$ cat config.mk
export PLATFORM = sky130hd
export DESIGN_NAME = keypad_scan_debounce_edge
export DESIGN_NICKNAME = d
export VERILOG_FILES = /design/src/rtl/kpsd_pkg.sv /design/src/rtl/kpsd_cfg_regs.sv /design/src/rtl/kpsd_scan_seq.sv /design/src/rtl/kpsd_out_stage.sv /design/src/rtl/keypad_scan_debounce_edge.sv
export VERILOG_INCLUDE_DIRS = /design/src /design/src/rtl
export SDC_FILE = /design/constraint.sdc
export NUM_CORES = 1
export LEC_CHECK = 0
export BUFFER_PORTS_ARGS = -buffer_cell sky130_fd_sc_hd__clkbuf_2
export CORE_UTILIZATION = 45
export DETAILED_ROUTE_END_ITERATION = 7
export PLACE_DENSITY_LB_ADDON = 0.05
export SLEW_MARGIN = 10
export SYNTH_ARGS = -nofsm -noshare
export SYNTH_HDL_FRONTEND = slang
export SYNTH_SLANG_ARGS = --single-unit
$ cat constraint.sdc
create_clock -name i_clk -period 2.9 [get_ports i_clk]
set_input_delay 0 -clock i_clk [delete_from_list [all_inputs] [get_ports i_clk]]
set_output_delay 0 -clock i_clk [all_outputs]
set_load 0.03 [all_outputs]
$ cat src/rtl/keypad_scan_debounce_edge_defines.svh
// Assertion macros shared by the keypad scanner modules.
// Depends on nothing; included by the files that carry assertions.
`ifndef KEYPAD_SCAN_DEBOUNCE_EDGE_DEFINES_SVH
`define KEYPAD_SCAN_DEBOUNCE_EDGE_DEFINES_SVH

// Same-cycle implication, disabled while reset is asserted.
`define KPSD_ASSERT_IMPLY(label, clk, rst_n, ante, cons) \
    label: assert property (@(posedge clk) disable iff (!(rst_n)) (ante) |-> (cons)) \
        else $error("assertion failed: same-cycle implication");

// Next-cycle implication, disabled while reset is asserted.
`define KPSD_ASSERT_NEXT(label, clk, rst_n, ante, cons) \
    label: assert property (@(posedge clk) disable iff (!(rst_n)) (ante) |=> (cons)) \
        else $error("assertion failed: next-cycle implication");

`endif

$ cat src/rtl/kpsd_pkg.sv
// Types, constants and the key encoder for the keypad scanner.
// Depends on nothing; imported by every module of the block.
package kpsd_pkg;

    localparam int COL_W     = 4;
    localparam int ROW_W     = 2;
    localparam int MAP_W     = 16;
    localparam int CODE_W    = 7;
    localparam int TICK_W    = 16;
    localparam int CFG_IDX_W = 2;

    localparam logic [CFG_IDX_W-1:0] CFG_SETTLE = 2'd0;
    localparam logic [CFG_IDX_W-1:0] CFG_FLICK  = 2'd1;

    localparam logic [TICK_W-1:0] SETTLE_RESET = 16'd50;
    localparam logic [TICK_W-1:0] FLICK_RESET  = 16'd1500;

    localparam logic [ROW_W-1:0] LAST_ROW = 2'd3;

    localparam logic [CODE_W-1:0] KEY_ASCII [MAP_W] = '{
        7'h31, 7'h32, 7'h33, 7'h41,
        7'h34, 7'h35, 7'h36, 7'h42,
        7'h37, 7'h38, 7'h39, 7'h43,
        7'h2A, 7'h30, 7'h23, 7'h44
    };

    typedef enum logic [2:0] {
        PH_FIRST  = 3'b001,
        PH_FLICK  = 3'b010,
        PH_SECOND = 3'b100
    } t_phase;

    typedef struct packed {
        logic [TICK_W-1:0] settle_ticks;
        logic [TICK_W-1:0] flick_ticks;
    } t_cfg;

    typedef struct packed {
        logic [COL_W-1:0]  row_drive;
        logic              key_valid;
        logic [CODE_W-1:0] key_code;
        logic [MAP_W-1:0]  new_key_map;
    } t_result;

    // Row 3 column 0 wins, then along row 3, then rows 2, 1 and 0.
    function automatic logic [CODE_W-1:0] f_pick_code(input logic [MAP_W-1:0] map);
        logic [CODE_W-1:0] code;
        code = '0;
        for (int r = 0; r < 4; r++) begin
            for (int c = 3; c >= 0; c--) begin
                if (map[r*4 + c]) begin
                    code = KEY_ASCII[r*4 + c];
                end
            end
        end
        return code;
    endfunction

endpackage

$ cat src/rtl/kpsd_cfg_regs.sv
// Configuration registers for settle and flick times.
// Depends on kpsd_pkg.
module kpsd_cfg_regs (
    input  logic                           i_clk,
    input  logic                           i_rst_n,
    input  logic                           i_cfg_valid,
    input  logic [kpsd_pkg::CFG_IDX_W-1:0] i_cfg_index,
    input  logic [kpsd_pkg::TICK_W-1:0]    i_cfg_data,
    output kpsd_pkg::t_cfg                 o_cfg
);
    import kpsd_pkg::*;

    t_cfg r_cfg;

    always_ff @(posedge i_clk) begin
        if (!i_rst_n) begin
            r_cfg.settle_ticks <= SETTLE_RESET;
            r_cfg.flick_ticks  <= FLICK_RESET;
        end else if (i_cfg_valid) begin
            if (i_cfg_index == CFG_SETTLE) begin
                r_cfg.settle_ticks <= i_cfg_data;
            end else if (i_cfg_index == CFG_FLICK) begin
                r_cfg.flick_ticks <= i_cfg_data;
            end
        end
    end

    assign o_cfg = r_cfg;

endmodule

$ cat src/rtl/kpsd_scan_seq.sv
// Row sequencer, scan maps, debounce and new-press encoder.
// Depends on kpsd_pkg and the assertion macro header.
`include "keypad_scan_debounce_edge_defines.svh"

module kpsd_scan_seq (
    input  logic                       i_clk,
    input  logic                       i_rst_n,
    input  logic                       i_step,
    input  logic [kpsd_pkg::COL_W-1:0] i_cols,
    input  kpsd_pkg::t_cfg             i_cfg,
    output kpsd_pkg::t_result          o_result
);
    import kpsd_pkg::*;

    t_phase             r_phase, n_phase;
    logic [ROW_W-1:0]   r_row, n_row;
    logic [TICK_W-1:0]  r_wait, n_wait;
    logic [MAP_W-1:0]   r_first, n_first;
    logic [MAP_W-1:0]   r_second, n_second;
    logic [MAP_W-1:0]   r_prev, n_prev;
    logic [MAP_W-1:0]   deb_map;
    t_result            res;

    always_comb begin
        n_phase  = r_phase;
        n_row    = r_row;
        n_wait   = r_wait;
        n_first  = r_first;
        n_second = r_second;
        n_prev   = r_prev;
        deb_map  = '0;
        res      = '0;
        unique case (r_phase)
            PH_FLICK: begin
                if (r_wait >= i_cfg.flick_ticks) begin
                    n_phase = PH_SECOND;
                    n_row   = '0;
                    n_wait  = '0;
                end else begin
                    n_wait = r_wait + 16'd1;
                end
            end
            default: begin
                if (r_phase != PH_SECOND) begin
                    n_phase = PH_FIRST;
                end
                res.row_drive = 4'(4'd1 << r_row);
                if (r_wait >= i_cfg.settle_ticks) begin
                    n_wait = '0;
                    if (r_phase == PH_SECOND) begin
                        n_second[r_row*4 +: 4] = i_cols;
                    end else begin
                        n_first[r_row*4 +: 4] = i_cols;
                    end
                    if (r_row == LAST_ROW) begin
                        n_row = '0;
                        if (r_phase == PH_SECOND) begin
                            deb_map         = r_first & n_second;
                            res.new_key_map = deb_map & ~r_prev;
                            res.key_valid   = (res.new_key_map != '0);
                            res.key_code    = f_pick_code(res.new_key_map);
                            n_prev          = deb_map;
                            n_phase         = PH_FIRST;
                        end else begin
                            n_phase = PH_FLICK;
                        end
                    end else begin
                        n_row = r_row + 2'd1;
                    end
                end else begin
                    n_wait = r_wait + 16'd1;
                end
            end
        endcase
    end

    always_ff @(posedge i_clk) begin
        if (!i_rst_n) begin
            r_phase  <= PH_FIRST;
            r_row    <= '0;
            r_wait   <= '0;
            r_first  <= '0;
            r_second <= '0;
            r_prev   <= '0;
        end else if (i_step) begin
            r_phase  <= n_phase;
            r_row    <= n_row;
            r_wait   <= n_wait;
            r_first  <= n_first;
            r_second <= n_second;
            r_prev   <= n_prev;
        end
    end

    assign o_result = res;

    `KPSD_ASSERT_IMPLY(a_code_with_valid, i_clk, i_rst_n,
        res.key_valid, (res.key_code != '0) && (res.new_key_map != '0))
    `KPSD_ASSERT_NEXT(a_report_restarts, i_clk, i_rst_n,
        i_step && res.key_valid, (r_phase == PH_FIRST) && (r_row == '0))
    `KPSD_ASSERT_NEXT(a_flick_to_second, i_clk, i_rst_n,
        i_step && (r_phase == PH_FLICK) && (r_wait >= i_cfg.flick_ticks),
        (r_phase == PH_SECOND) && (r_wait == '0))

endmodule

$ cat src/rtl/kpsd_out_stage.sv
// Output register between the sequencer and the result channel.
// Depends on kpsd_pkg.
module kpsd_out_stage (
    input  logic              i_clk,
    input  logic              i_rst_n,
    input  logic              i_load_valid,
    output logic              o_load_ready,
    input  kpsd_pkg::t_result i_result,
    output logic              o_valid,
    input  logic              i_ready,
    output kpsd_pkg::t_result o_result
);
    import kpsd_pkg::*;

    logic    r_valid;
    t_result r_result;
    logic    load;

    assign o_load_ready = !r_valid || i_ready;
    assign load         = i_load_valid && o_load_ready;

    always_ff @(posedge i_clk) begin
        if (!i_rst_n) begin
            r_valid <= 1'b0;
        end else if (load) begin
            r_valid <= 1'b1;
        end else if (i_ready) begin
            r_valid <= 1'b0;
        end
    end

    always_ff @(posedge i_clk) begin
        if (load) begin
            r_result <= i_result;
        end
    end

    assign o_valid  = r_valid;
    assign o_result = r_result;

endmodule

$ cat src/rtl/keypad_scan_debounce_edge.sv
// Top level of the 4x4 keypad scanner with debounce and new-press report.
// Depends on kpsd_pkg, kpsd_cfg_regs, kpsd_scan_seq and kpsd_out_stage.
//
// Each transaction on the s_axis channel is one time tick carrying the four
// column lines. Every tick yields exactly one transaction on m_axis with the
// row drive for that tick, and on the tick that ends the second scan the
// debounced new-press map and the ASCII code of the top-priority new key.
// The register channel writes settle_ticks (index 0) and flick_ticks
// (index 1); it is always ready and other indexes are ignored.
// An accepted tick's result is registered and appears on m_axis in the cycle after it is accepted.
// Throughput is one tick per cycle while the receiver is ready, set by the single
// output register that holds the result; a new tick is taken in the same cycle
// the held result drains.
// When the receiver stalls, the held result stays and s_axis_tready drops
// until it is taken.
// Reset clears the scan state and maps, empties the output register and
// loads settle_ticks with 50 and flick_ticks with 1500.
module keypad_scan_debounce_edge (
    input  logic                           i_clk,
    input  logic                           i_rst_n,
    input  logic                           s_axis_tvalid,
    output logic                           s_axis_tready,
    // [3:0] column_bits, [7:4] zero
    input  logic [7:0]                     s_axis_tdata,
    output logic                           m_axis_tvalid,
    input  logic                           m_axis_tready,
    // [3:0] row_drive, [10:4] key_code, [26:11] new_key_map, [31:27] zero
    output logic [31:0]                    m_axis_tdata,
    // [0] key_valid
    output logic [0:0]                     m_axis_tuser,
    input  logic                           i_cfg_valid,
    output logic                           o_cfg_ready,
    input  logic [kpsd_pkg::CFG_IDX_W-1:0] i_cfg_index,
    input  logic [kpsd_pkg::TICK_W-1:0]    i_cfg_data
);
    import kpsd_pkg::*;

    t_cfg    cfg;
    t_result seq_result;
    t_result out_result;
    logic    step;

    assign o_cfg_ready = 1'b1;
    assign step        = s_axis_tvalid && s_axis_tready;

    kpsd_cfg_regs u_cfg (
        .i_clk       (i_clk),
        .i_rst_n     (i_rst_n),
        .i_cfg_valid (i_cfg_valid),
        .i_cfg_index (i_cfg_index),
        .i_cfg_data  (i_cfg_data),
        .o_cfg       (cfg)
    );

    kpsd_scan_seq u_seq (
        .i_clk    (i_clk),
        .i_rst_n  (i_rst_n),
        .i_step   (step),
        .i_cols   (s_axis_tdata[COL_W-1:0]),
        .i_cfg    (cfg),
        .o_result (seq_result)
    );

    kpsd_out_stage u_out (
        .i_clk        (i_clk),
        .i_rst_n      (i_rst_n),
        .i_load_valid (s_axis_tvalid),
        .o_load_ready (s_axis_tready),
        .i_result     (seq_result),
        .o_valid      (m_axis_tvalid),
        .i_ready      (m_axis_tready),
        .o_result     (out_result)
    );

    assign m_axis_tdata = {5'd0, out_result.new_key_map, out_result.key_code,
                           out_result.row_drive};
    assign m_axis_tuser = out_result.key_valid;

endmodule

* Word level (Yosys, flattened, before mapping)
Index checks and enable logic that the tools add are counted.
** Operators by class
- Multiply operators :: 0
- Shift operators :: 3
- Reductions and logical operators :: 18
- Mux-type cells :: 36
- Equality and inequality tests :: 6
- Order comparisons :: 2
- Bitwise gates (word level) :: 8
- Add/subtract/negate cells :: 3
- Div/mod/pow operators :: 0
** Operators by type and width (count)
- 16-bit two-way mux :: 6
- 7-bit two-way mux :: 13
- 4-bit negation with 34-bit output :: 1
- 4-bit by 34-bit variable shift with 16-bit output (first input constant) :: 1
- 4-bit by 34-bit indexed part select with 16-bit output :: 1
- 16-bit bitwise AND :: 2
- 16-bit bitwise mux :: 2
- 16-bit greater-or-equal comparator :: 2
- 6-bit two-way mux :: 3
- 16-bit by 1-bit adder with 16-bit output (second input constant) :: 1
- 16-bit inverter :: 1
- 16-bit nonzero test :: 1
- 3-bit two-way mux :: 5
- 2-bit two-way mux :: 5
- 3-bit AND reduction :: 3
- 7-bit OR reduction :: 1
- 6-bit OR reduction :: 1
- 1-bit inverter :: 5
- 5-bit AND reduction :: 1
- 5-bit OR reduction :: 1
- 2-bit AND reduction :: 2
- 4-bit AND reduction :: 1
- 2-bit nonzero test :: 2
- 4-bit OR reduction :: 1
- 13 further kinds :: 14
** Word-level totals
- Register bits after elaboration :: 130
- Output and inout port bits :: 36
- Logic and storage cells :: 92
- RAM bits :: 0
- ROM bits :: 0
- Input port bits :: 31
- Memories :: 0
- Bits in latches :: 0

* Depth between registers and ports, before layout
Gate-level depths: netlist of run 1.
- Word-level depth :: 24
- Gate-level depth with buffers :: 12
- Gate-level depth less buffers :: 9

* Hierarchy
Synthesis of run 1 repeated with hierarchy kept, for this count alone.
** Second synthesis, totals
- Cell total of the unflattened synthesis :: 748
- Area total of the unflattened synthesis :: 6994.2 sq um
** Modules (own cells, without submodules)
- kpsd_scan_seq :: area each 4712.0 sq um, cells an instance 571, times used 1, sequential area each 1381.3 sq um
- kpsd_cfg_regs :: area each 1325.0 sq um, cells an instance 135, times used 1, sequential area each 640.6 sq um
- kpsd_out_stage :: area each 898.4 sq um, cells an instance 33, times used 1, sequential area each 860.8 sq um
- keypad_scan_debounce_edge :: area each 58.8 sq um, cells an instance 9, times used 1, sequential area each 0.0 sq um

* Worst setup path before layout of run 1
No wires, ideal clock.
- Path type :: reg-to-reg
- Start :: reg u_out.r_valid, in the netlist u_out.o_valid
- End :: reg u_seq.r_second[10]
- Stages on the path, launching flop included :: 8
- Setup time :: 0.131 ns
- Period minus slack after synthesis :: 2.959 ns
- Required time :: 2.769 ns
- Buffers on the path :: 2
- Data arrival time :: 2.828 ns
- Setup slack :: -0.059 ns
- Cells stage by stage :: dfxtp_1 > nand2b_1 > and2_1 > clkbuf_1 > clkbuf_1 > nand4_1 > nand3_1 > o21ai_0
** On the way
- Cells in the longest elaborated chain, start to end :: 4
** Ends and longest elaborated chain
- start: declaration :: RTL line kpsd_out_stage.sv:15 : logic r_valid;
- start signal: assignment :: RTL line kpsd_out_stage.sv:24 : r_valid <= 1'b0;
- start signal: assignment :: RTL line kpsd_out_stage.sv:26 : r_valid <= 1'b1;
- start signal: assignment :: RTL line kpsd_out_stage.sv:28 : r_valid <= 1'b0;
- 1-bit zero test :: RTL line kpsd_out_stage.sv:19 : assign o_load_ready = !r_valid || i_ready;
- 1-bit logical OR :: RTL line kpsd_out_stage.sv:19
- net s_axis_tready :: RTL line keypad_scan_debounce_edge.sv:22 : output logic s_axis_tready,
- 1-bit logical AND :: RTL line keypad_scan_debounce_edge.sv:44 : assign step = s_axis_tvalid && s_axis_tready;
- net step :: RTL line keypad_scan_debounce_edge.sv:41 : logic step;
- 3-bit AND reduction (no line)
- end signal: assignment :: RTL line kpsd_scan_seq.sv:90 : r_second <= n_second;
- end: declaration :: RTL line kpsd_scan_seq.sv:19 : logic [MAP_W-1:0] r_second, n_second;
The timed path passes the listed nets, and every way through them passes these cells.
A chain may end at the register's enable or synchronous reset.

* Final worst setup path of run 1
- Start :: reg u_seq.r_row[0]
- End :: reg u_out.r_result, in the netlist u_out.o_result[22] (data pin)
** On the way
- Cells in the longest elaborated chain, start to end :: 21
- Elaborated cells between the ends (all ways) :: 25
- Classes of those cells :: add/sub: 1; eq/ne: 1; shift: 2; mux: 17; bitwise: 3; reduce/logical: 1
** Ends and longest elaborated chain
- start: declaration :: RTL line kpsd_scan_seq.sv:16 : logic [ROW_W-1:0] r_row, n_row;
- start signal: assignment :: RTL line kpsd_scan_seq.sv:87 : r_row <= n_row;
- 4-bit negation with 34-bit output :: RTL line kpsd_scan_seq.sv:51 : n_second[r_row*4 +: 4] = i_cols;
- 4-bit by 34-bit indexed part select with 16-bit output or 4-bit by 34-bit variable shift with 16-bit output (tied branches) :: RTL line kpsd_scan_seq.sv:51
- 16-bit bitwise mux :: RTL line kpsd_scan_seq.sv:51
- 16-bit two-way mux :: RTL line kpsd_scan_seq.sv:50 : if (r_phase == PH_SECOND) begin
- 16-bit two-way mux :: RTL line kpsd_scan_seq.sv:48 : if (r_wait >= i_cfg.settle_ticks) begin
- 16-bit two-way mux :: RTL line kpsd_scan_seq.sv:33 : unique case (r_phase)
- 16-bit bitwise AND :: RTL line kpsd_scan_seq.sv:58 : deb_map = r_first & n_second;
- 16-bit bitwise AND :: RTL line kpsd_scan_seq.sv:59 : res.new_key_map = deb_map & ~r_prev;
- 7-bit two-way mux (13 in a row) :: RTL line kpsd_pkg.sv:51 : if (map[r*4 + c]) begin
- end signal: assignment :: RTL line kpsd_out_stage.sv:34 : r_result <= i_result;
- end: declaration :: RTL line kpsd_out_stage.sv:16 : t_result r_result;
Several ways; a longest one is shown, not always the timed one. The select of a mux whose other input is x is not followed.

==> impl_summary.md, run 1 <==
Synth
The biggest area consumer among synthesized cells is sky130_fd_sc_hd__dfxtp_1. The post-synthesis share of cell area spent on and, or, nand and nor gates is 0.235. The adder-cell share of the synthesized area is 0.0714. The share of the synthesized area in the top cell type is 0.307.

Summing every instance area after synthesis gives 0.00666 mm^2. The share of synthesized registers carrying an async set or reset is 0. The distinct cell type count of the synthesized netlist is 74. By area, the combinational part of the netlist is dominated by simple AND/OR/NAND/NOR gates. Yosys mapped a number of flops with a built-in enable equal to 28.

Of the total synthesized cell area, the portion taken by XOR and XNOR cells is 0.0197. The proportion of synthesized chip area in sequential cells is 0.433. Counting flops and latches in the post-synthesis netlist gives 130. Averaged over all synthesized cells, the footprint is 9.15 um^2. The number of cells produced by synthesis is 728. The fraction of the mapped netlist area in compound gates was 0.122. The mux contribution to synthesized area is 0.0624. In the synthesized netlist the dominant register cell turns out to be sky130_fd_sc_hd__dfxtp_1. The number of warnings reported in the yosys synthesis log is 0. Yosys attributes the largest share of cell area to sky130_fd_sc_hd__dfxtp_1 (31%), sky130_fd_sc_hd__edfxtp_1 (13%), sky130_fd_sc_hd__ha_1 (7.1%).

Drt
The routed layout has 5332 vias. The wire length per cell after detailed routing is 14.9 um. The detail route stage leaves a number of antenna-violating nets equal to 0. The remaining design rule violation count is 0. The first-iteration detailed-routing DRC count is 388. The number of detailed-route iterations in the first pass is 6.

Using the TritonRoute via totals, the vias-per-cell ratio works out to 5.31. Summed over all layers, the routed wires come to 14900 um.

Global route
The via count of the first global-routing pass is 4833. In the global route stage, overall resource usage came out at 0.206. The number of antenna violations at the first check in global routing came to 0. After global routing the overflow that remains totals 0. Entering global routing, the biggest net connects 31 pins.

The wire length of the first global-routing pass is 24200 um.

Critical path
The number of buffers and inverters on the critical path is 1. Walking the worst path, the cells encountered are buf_4 > ha_1 > and4bb_1 > mux2i_1 > or3b_4 > nand3_1 > a211oi_1 > a311o_1 > and3_1. STA classifies the critical path startpoint as a flop. The kind of cell adding the most delay to the critical path is simple AND/OR/NAND/NOR gates.

The endpoint required time on the critical path is 3.07 ns. Of all nets on the critical path, the largest fanout is 24. STA classifies the critical path endpoint as a flop. The delay contributed by the slowest stage of the critical path is 0.43 ns. By startpoint and endpoint, the worst setup path is classified as reg2reg.

The critical-path cell with the highest stage delay is sky130_fd_sc_hd__and4bb_1. The critical path data arrival time is 2.91 ns.

Run status
The flow ran to the end, and the final reports show no timing, DRC or antenna violations.

Finish
The repair_antennas step left the layout with diodes totalling 0. Of the cells placed in the final design, the portion with a size suffix greater than 1 is 0.167. Measured on the finished design, the core utilization comes to 0.553. The number of fill cells is 1302. Relative to the synthesized area, the layout overhead comes to 20.2%. In the final design database the tool counted 877 nets.

Hold path
The min-delay analysis places its worst path in the category in2reg.

STA
Setup violations remaining at the end of the flow were counted as 0. Subtracting the final worst setup slack from the clock period gives 2.74 ns. Derived from the worst setup path, the maximum achievable clock frequency is 0.365 GHz. The final max-slew violation count is 0. The transition time at the pin with the least slew margin is 0.873 ns. Setup repair after global routing left no endpoint under its margin.

Summed over all failing endpoints, the final setup total negative slack is 0 ns. Measured against its own limit, the worst slew margin works out to 0.418. In the finished design, the share of the clock period the worst path needs comes to 0.945.

The count of final hold-check violations came to 0. On the final layout, the worst clock skew is 0.00997 ns.

Clock network
The insertion delay of the later-clocked pin in the worst-skew pair is 0.42 ns. The number of buffers created by CTS is 17. The TritonCTS clock tree is done. The maximum number of buffers from clock root to sink is 2. The register clock-pin slew on the reported worst setup and hold paths is 0.05 ns.

The number of sinks driven by the clock tree is 130. The tree is rooted in a sky130_fd_sc_hd__clkbuf_16. After clock tree synthesis, the setup repair step added 0 buffers. In this run the number of H-tree levels came out at 4.

Pwr
Of the total power, the share spent switching nets is 0.212. The clock group share of total power is 0.506. The analysis attributes to cell leakage a power of 0.00313 uW. The share of total power dissipated in combinational logic is 0.058. The power density of the placed cells is 546 mW/mm^2.

Summed over all nets, the switching power comes to 925 uW. The share of total power dissipated in sequential elements is 0.435. The cell-internal power is 3440 uW.

VDD sags by at most 0.000364 V.

Die
In this run the horizontal extent of the chip is 124 um. The starting density of the core is 0.460. The floorplan step defined a core boundary enclosing 0.0145 mm^2. Row generation in the floorplan step produced 44 rows. The die covers 0.0153 mm^2. The y dimension of the die is 124 um. The top-level I/O count is 67.

Placed design
Routability-driven placement finished with a final weighted congestion of 0.848. Port buffering added 56 buffers. The half-perimeter wire length of the detailed placement result is 11100 um.

Job
The number of violations of the max-capacitance limit is 0.
[kinds of logic (layout without fill, tap and decap cells)]
family | after synthesis | after routing
AND/OR/NAND/NOR | 302 | 302
flip-flops | 130 | 130
AO/OA/AOI/OAI | 118 | 118
buffers and inverters | 83 | 172
multiplexers | 40 | 40
adder cells (fa/ha/maj) | 38 | 38
XOR/XNOR | 15 | 15
other | 2 | 6
[power by group through the flow]
| stage | Sequential [uW] | Clock, uW | Combinational [uW] |
|---|---|---|---|
| floorplan | 1980 | 0 | 126 |
| global placement | 1940 | 0 | 228 |
| detailed placement | 1940 | 0 | 233 |
| CTS | 1900 | 2260 | 254 |
| global route | 1910 | 2340 | 282 |
| finish | 1900 | 2210 | 254 |
[worst reg2reg max path, stage by stage (launching register included)]
cell                       delay (ns)
sky130_fd_sc_hd__dfxtp_1         0.32
sky130_fd_sc_hd__buf_4           0.25
sky130_fd_sc_hd__ha_1            0.20
sky130_fd_sc_hd__and4bb_1        0.43
sky130_fd_sc_hd__mux2i_1         0.17
sky130_fd_sc_hd__or3b_4          0.43
sky130_fd_sc_hd__nand3_1         0.16
sky130_fd_sc_hd__a211oi_1        0.08
sky130_fd_sc_hd__a311o_1         0.33
sky130_fd_sc_hd__and3_1          0.14
[layer usage]
layer	GRT usage	routed length, um
met1	0.299	7850
met2	0.300	6300
met3	0.0394	575
met4	0.0783	200
met5	0	0
[final cells by class]
class	count	area [um^2]	area share
Clock buffer	28	517	0.0646
Clock inverter	4	95.1	0.0119
Inverter	42	158	0.0197
Multi-Input combinational cell	519	3450	0.431
Sequential cell	130	2880	0.360
Tap cell	184	230	0.0288
Timing Repair Buffer	98	668	0.0835
[state kept, by name, summed over array words and instances (netlist names)]
signal          flops
u_cfg.o_cfg        32
u_seq.r_first      16
u_seq.r_phase       3
u_seq.r_second     16
u_out.o_result     28
u_seq.r_wait       16
u_seq.r_row         2
u_seq.r_prev       16
u_out.o_valid       1
[cells in the final DEF, fill, tap and decap left out, types with 25 or more instances in the layout]
cell type                  count
sky130_fd_sc_hd__o21ai_0      25
sky130_fd_sc_hd__nand2_1     110
sky130_fd_sc_hd__mux2i_1      34
sky130_fd_sc_hd__nor2_1       52
sky130_fd_sc_hd__edfxtp_1     28
sky130_fd_sc_hd__ha_1         38
sky130_fd_sc_hd__clkbuf_2     55
sky130_fd_sc_hd__nand3_1      46
sky130_fd_sc_hd__inv_1        42
sky130_fd_sc_hd__a21boi_0     25
sky130_fd_sc_hd__dfxtp_1     102
[final timing paths]
kind	from	endpoint	slack [ns]	depth (start not counted)
setup / recovery	u_seq.r_row[0]	u_out.o_result[22]	0.16	9
hold / removal	s_axis_tdata[3]	u_seq.r_first[15]	0.06	4
setup reg to reg	u_seq.r_row[0]	u_out.o_result[22]	0.16	9
hold reg to reg	u_seq.r_second[2]	u_seq.r_second[2]	0.46	2
[stage by stage]
stage	cells	instance area [um^2]	setup WS, ns	hold WS (ns)	power [uW]
floorplan	732	6680	0.00810	0.139	2100
global placement	954	7180	0.193	0.241	2170
detailed placement	954	7180	0.146	0.247	2170
CTS	1005	7980	0.130	0.0367	4410
global route	1005	8000	0.0242	0.0625	4530
finish	1005	8000	0.160	0.0602	4370
[synthesized netlist by cell type, types with 6 or more instances]
| library cell | instances |
|---|---|
| sky130_fd_sc_hd__nor2b_1 | 12 |
| sky130_fd_sc_hd__nand2_1 | 110 |
| sky130_fd_sc_hd__buf_2 | 10 |
| sky130_fd_sc_hd__dfxtp_1 | 102 |
| sky130_fd_sc_hd__nand2b_1 | 6 |
| sky130_fd_sc_hd__edfxtp_1 | 28 |
| sky130_fd_sc_hd__mux2i_1 | 34 |
| sky130_fd_sc_hd__xor2_1 | 10 |
| sky130_fd_sc_hd__o31ai_1 | 6 |
| sky130_fd_sc_hd__a21boi_0 | 25 |
| sky130_fd_sc_hd__nor3_1 | 12 |
| sky130_fd_sc_hd__o211ai_1 | 11 |
| sky130_fd_sc_hd__inv_1 | 42 |
| sky130_fd_sc_hd__nand3_1 | 46 |
| sky130_fd_sc_hd__nand4_1 | 11 |
| sky130_fd_sc_hd__nor2_1 | 52 |
| sky130_fd_sc_hd__ha_1 | 38 |
| sky130_fd_sc_hd__clkbuf_1 | 21 |
| sky130_fd_sc_hd__o21ai_0 | 26 |
| sky130_fd_sc_hd__buf_4 | 7 |
| sky130_fd_sc_hd__a21oi_1 | 12 |
[timing repair]
item | 4_1_cts | 5_1_grt
hold endpoints to repair | 35 | 0
hold buffers | 19 | 0
resized for setup | 0 | 4
endpoints found under the setup margin | 0 | 3
Note: power is estimated with default switching activity, not from simulation.
==> inputs of run 2 (changes only) <==
BUFFER_PORTS_ARGS = -buffer_cell sky130_fd_sc_hd__buf_2   (was -buffer_cell sky130_fd_sc_hd__clkbuf_2)
==> run 2 against run 1 <==
Compared with the run above:
- global-route usage grew 0.33 points
- die area is the same
- utilization shrank 0.16 points
- non-clock buffer count is the same
- highest routed layer unchanged
- hold slack lost 0.0018 ns
- power shrank 1.3%
==> impl_summary.md, run 2 (synthesis results as in run 1) <==
Finish
The number of inserted diodes came to 0 (unchanged). The share of final-layout standard cells stronger than drive strength 1 is 0.167 (+0.000203). The number of flip-flops in the largest register is 32 (unchanged). Relative to the synthesized area, the layout overhead comes to 19.8%.

The post-layout net count is 877 (unchanged). Leaving out fill and tap cells, the most frequent cells in the layout are sky130_fd_sc_hd__nand2_1 (110), sky130_fd_sc_hd__dfxtp_1 (102), sky130_fd_sc_hd__buf_2 (56). The utilization after layout was 0.551 (-0.00155). The commonest non-fill, non-tap cell in the layout is sky130_fd_sc_hd__nand2_1.

Pwr
The leakage power was 0.00311 uW (-0.65%). The switching share of power is 0.214 (+0.00225). The worst-case vdd ir drop was 0.000448 V (+23%).

The cell-internal power is 3390 uW (-1.6%). The part of the total power dissipated in sequential elements is 0.441 (+0.006). The power dissipated by switching net loads is 922 uW (-0.29%). The power density of the placed cells is 540 mW/mm^2 (-1.1%).

The clock group share of total power is 0.500 (-0.006). The portion of total power attributed to combinational logic is 0.059 (about the same).

Die
The starting density of the core is 0.460 (unchanged). The number of standard-cell rows in the floorplan was 44 (unchanged). The y dimension of the die is 124 um (unchanged). The die span in x came to 124 um (unchanged). The standard cell core area is 0.0145 mm^2 (unchanged). The top-level I/O count came to 67 (unchanged). The floorplan die area is 0.0153 mm^2 (unchanged).

Critical path
The signal on the critical path passes through inv_1 > ha_1 > buf_4 > nand4bb_1 > mux2_2 > o32ai_1 > nand2b_1 > a211oi_1 > a311o_1 > and3_1. The delay contributed by the slowest stage of the critical path is 0.39 ns (-0.04 ns). The critical path data arrival time is 2.91 ns (about the same). STA classifies the critical path endpoint as a flop. The sum of buffers and inverters on the critical path is 2 (+1). The peak fanout along the critical path is 12 (-50%).

The critical path start-end classification is reg2reg. The endpoint of the most critical register-to-register path is u_out.o_result[22]. The worst reg2reg path depth is 10 (+1). The setup slack of the worst register-to-register path is 0.16 ns (about the same).

The kind of cell adding the most delay to the critical path is compound AO/OA/AOI/OAI gates. The worst setup path is launched from a flop. The critical-path cell with the highest stage delay is sky130_fd_sc_hd__ha_1. The endpoint required time on the critical path is 3.07 ns (about the same). The launching point of the worst reg2reg path is u_seq.r_row[0].

Clock network
The number of sinks driven by the clock tree came to 130 (unchanged). The insertion delay of the later-clocked pin in the worst-skew pair is 0.42 ns (about the same). The depth of the CTS H-tree is 4 (unchanged).

The TritonCTS clock tree is done. The number of buffers created by CTS is 17 (unchanged). The register clock-pin slew on the reported worst setup and hold paths is 0.06 ns (about the same). The maximum number of buffers from clock root to sink is 2 (unchanged). The post-CTS repair timing setup buffer count is 0 (unchanged).

The clock root buffer master is sky130_fd_sc_hd__clkbuf_16.

Global route
The total congestion overflow after global routing is 0 (unchanged). The wire length of the first global-routing pass was 24500 um (+1.3%). The number of antenna violations at the first check in global routing is 0 (unchanged). The maximum number of pins on one net before global-route repair is 44 (+42%). The total global-route track usage is 0.209 (+0.00332).

The via count of the first global-routing pass is 5008 (+3.6%).

Drt
The via-per-instance ratio is 5.32 (+0.23%). The count of nets left with antenna violations after detail routing is 0 (unchanged). The remaining design rule violation count is 0 (unchanged). The count of vias placed by the detailed router is 5339 (+0.13%).

The wire length per cell after detailed routing is 15.0 um (+0.91%). The number of detailed-route iterations in the first pass is 5 (-1). The first-iteration detailed-routing DRC count was 360 (-7.2%). The total length of routed wires is 15100 um (+0.81%).

STA
The number of setup violations in the final report came to 0 (unchanged). The portion of the clock cycle consumed by the worst path in the final layout came to 0.943 (-0.00143). The count of final hold-check violations came to 0 (unchanged).

The clock period minus worst slack is 2.74 ns (-0.00414 ns). The final max-slew violation count is 0 (unchanged). The setup skew after layout was 0.00770 ns (-0.00227 ns). The highest clock rate is 0.366 GHz (+0.15%). The worst max-slew margin expressed relative to the limit came to 0.417 (-0.000917). The post-layout worst setup margin is 0.164 ns (+0.00414 ns). The transition time at the pin with the least slew margin is 0.875 ns (+0.00138 ns).

Hold path
The cell depth of the worst hold path came to 4 (unchanged). The worst hold path terminates at u_seq.r_first[0]. In this run the worst hold path is classified as in2reg.

The worst hold path begins at s_axis_tdata[0].

Placed design
The half-perimeter wire length of the detailed placement result was 11000 um (-0.44%). The setup slack at placement is 0.124 ns (-0.0228 ns). The final weighted congestion in routability-driven placement is 0.850 (+0.27%). The total of buffers placed on input and output ports was 56 (unchanged).

Job
The number of violations of the max-capacitance limit is 0 (unchanged).

Run status
The flow ran to the end, and the final reports show no timing, DRC or antenna violations.
==> run 2: cell types whose count changed in the layout (fill, tap and decap cells not counted), moves of 2 or more <==
cell,previous run,this run
sky130_fd_sc_hd__buf_2,1,56
sky130_fd_sc_hd__clkbuf_2,55,0
sky130_fd_sc_hd__clkbuf_8,5,3
sky130_fd_sc_hd__clkinv_2,1,3
==> run 2: per-layer routing <==
layer	routed length (um)	track usage	vias up
met1	7830	0.292	2485
met5	0	0	-
li1	-	-	2717
met3	570	0.0412	18
met4	182	0.0715	0
met2	6470	0.322	119
==> run 2: area by class of cell <==
cell class / instances / area [um^2]
clock inverter: 6 / 105
fill: 1319 / 6500
sequential: 130 / 2880
inverter: 42 / 158
timing repair buffer: 98 / 668
multi-input combinational: 519 / 3450
clock buffer: 25 / 485
tap: 184 / 230
==> run 2: worst max path at each step <==
| stage | start | to | slack (ns) | cells after the start |
|---|---|---|---|---|
| 6_report | u_seq.r_row[0] | u_out.o_result[22] | 0.16 | 10 |
| 3_5_place_dp | u_seq.r_wait[0] | u_out.o_result[18] | 0.12 | 9 |
| 3_3_place_gp | u_seq.r_wait[0] | u_out.o_result[0] | 0.17 | 9 |
| 4_1_cts | u_seq.r_wait[0] | u_out.o_result[18] | 0.09 | 9 |
| 5_1_grt | u_seq.r_row[0] | u_out.o_result[22] | -0.002 | 10 |
| 2_1_floorplan | u_seq.r_row[0] | u_out.o_result[22] | 0.008 | 12 |
==> run 2: worst register-to-register path: cells and delay by family (launching register included) <==
kind | cells | cell delay [ns]
buffers and inverters | 2 | 0.29
DFF | 1 | 0.32
AOI/OAI and AO/OA | 3 | 0.62
and+or+nand+nor | 3 | 0.54
muxes | 1 | 0.33
adders and majority gates | 1 | 0.39
==> run 2: power groups by stage <==
stage	logic, uW	clock network, uW	registers (uW)
after floorplan	126	0	1980
final	253	2160	1900
after CTS	255	2190	1900
after detailed placement	234	0	1940
after global routing	282	2270	1910
after global placement	230	0	1940
==> run 2: per-stage QoR <==
| step | cell area (um^2) | power [uW] | hold slack, ns | TNS (ns) | cells |
|---|---|---|---|---|---|
| global route | 7980 | 4450 | 0.0797 | -0.00187 | 1004 |
| CTS | 7960 | 4350 | 0.0493 | 0 | 1004 |
| detailed placement | 7180 | 2170 | 0.249 | 0 | 954 |
| finish | 7980 | 4310 | 0.0584 | 0 | 1004 |
| global placement | 7180 | 2170 | 0.239 | 0 | 954 |
| floorplan | 6680 | 2100 | 0.139 | 0 | 732 |
==> run 2: what timing repair did <==
action / CTS / global route
setup endpoints to repair: 0 / 19
hold buffers: 19 / 0
hold endpoints to repair: 35 / 0
resized for setup: 0 / 3
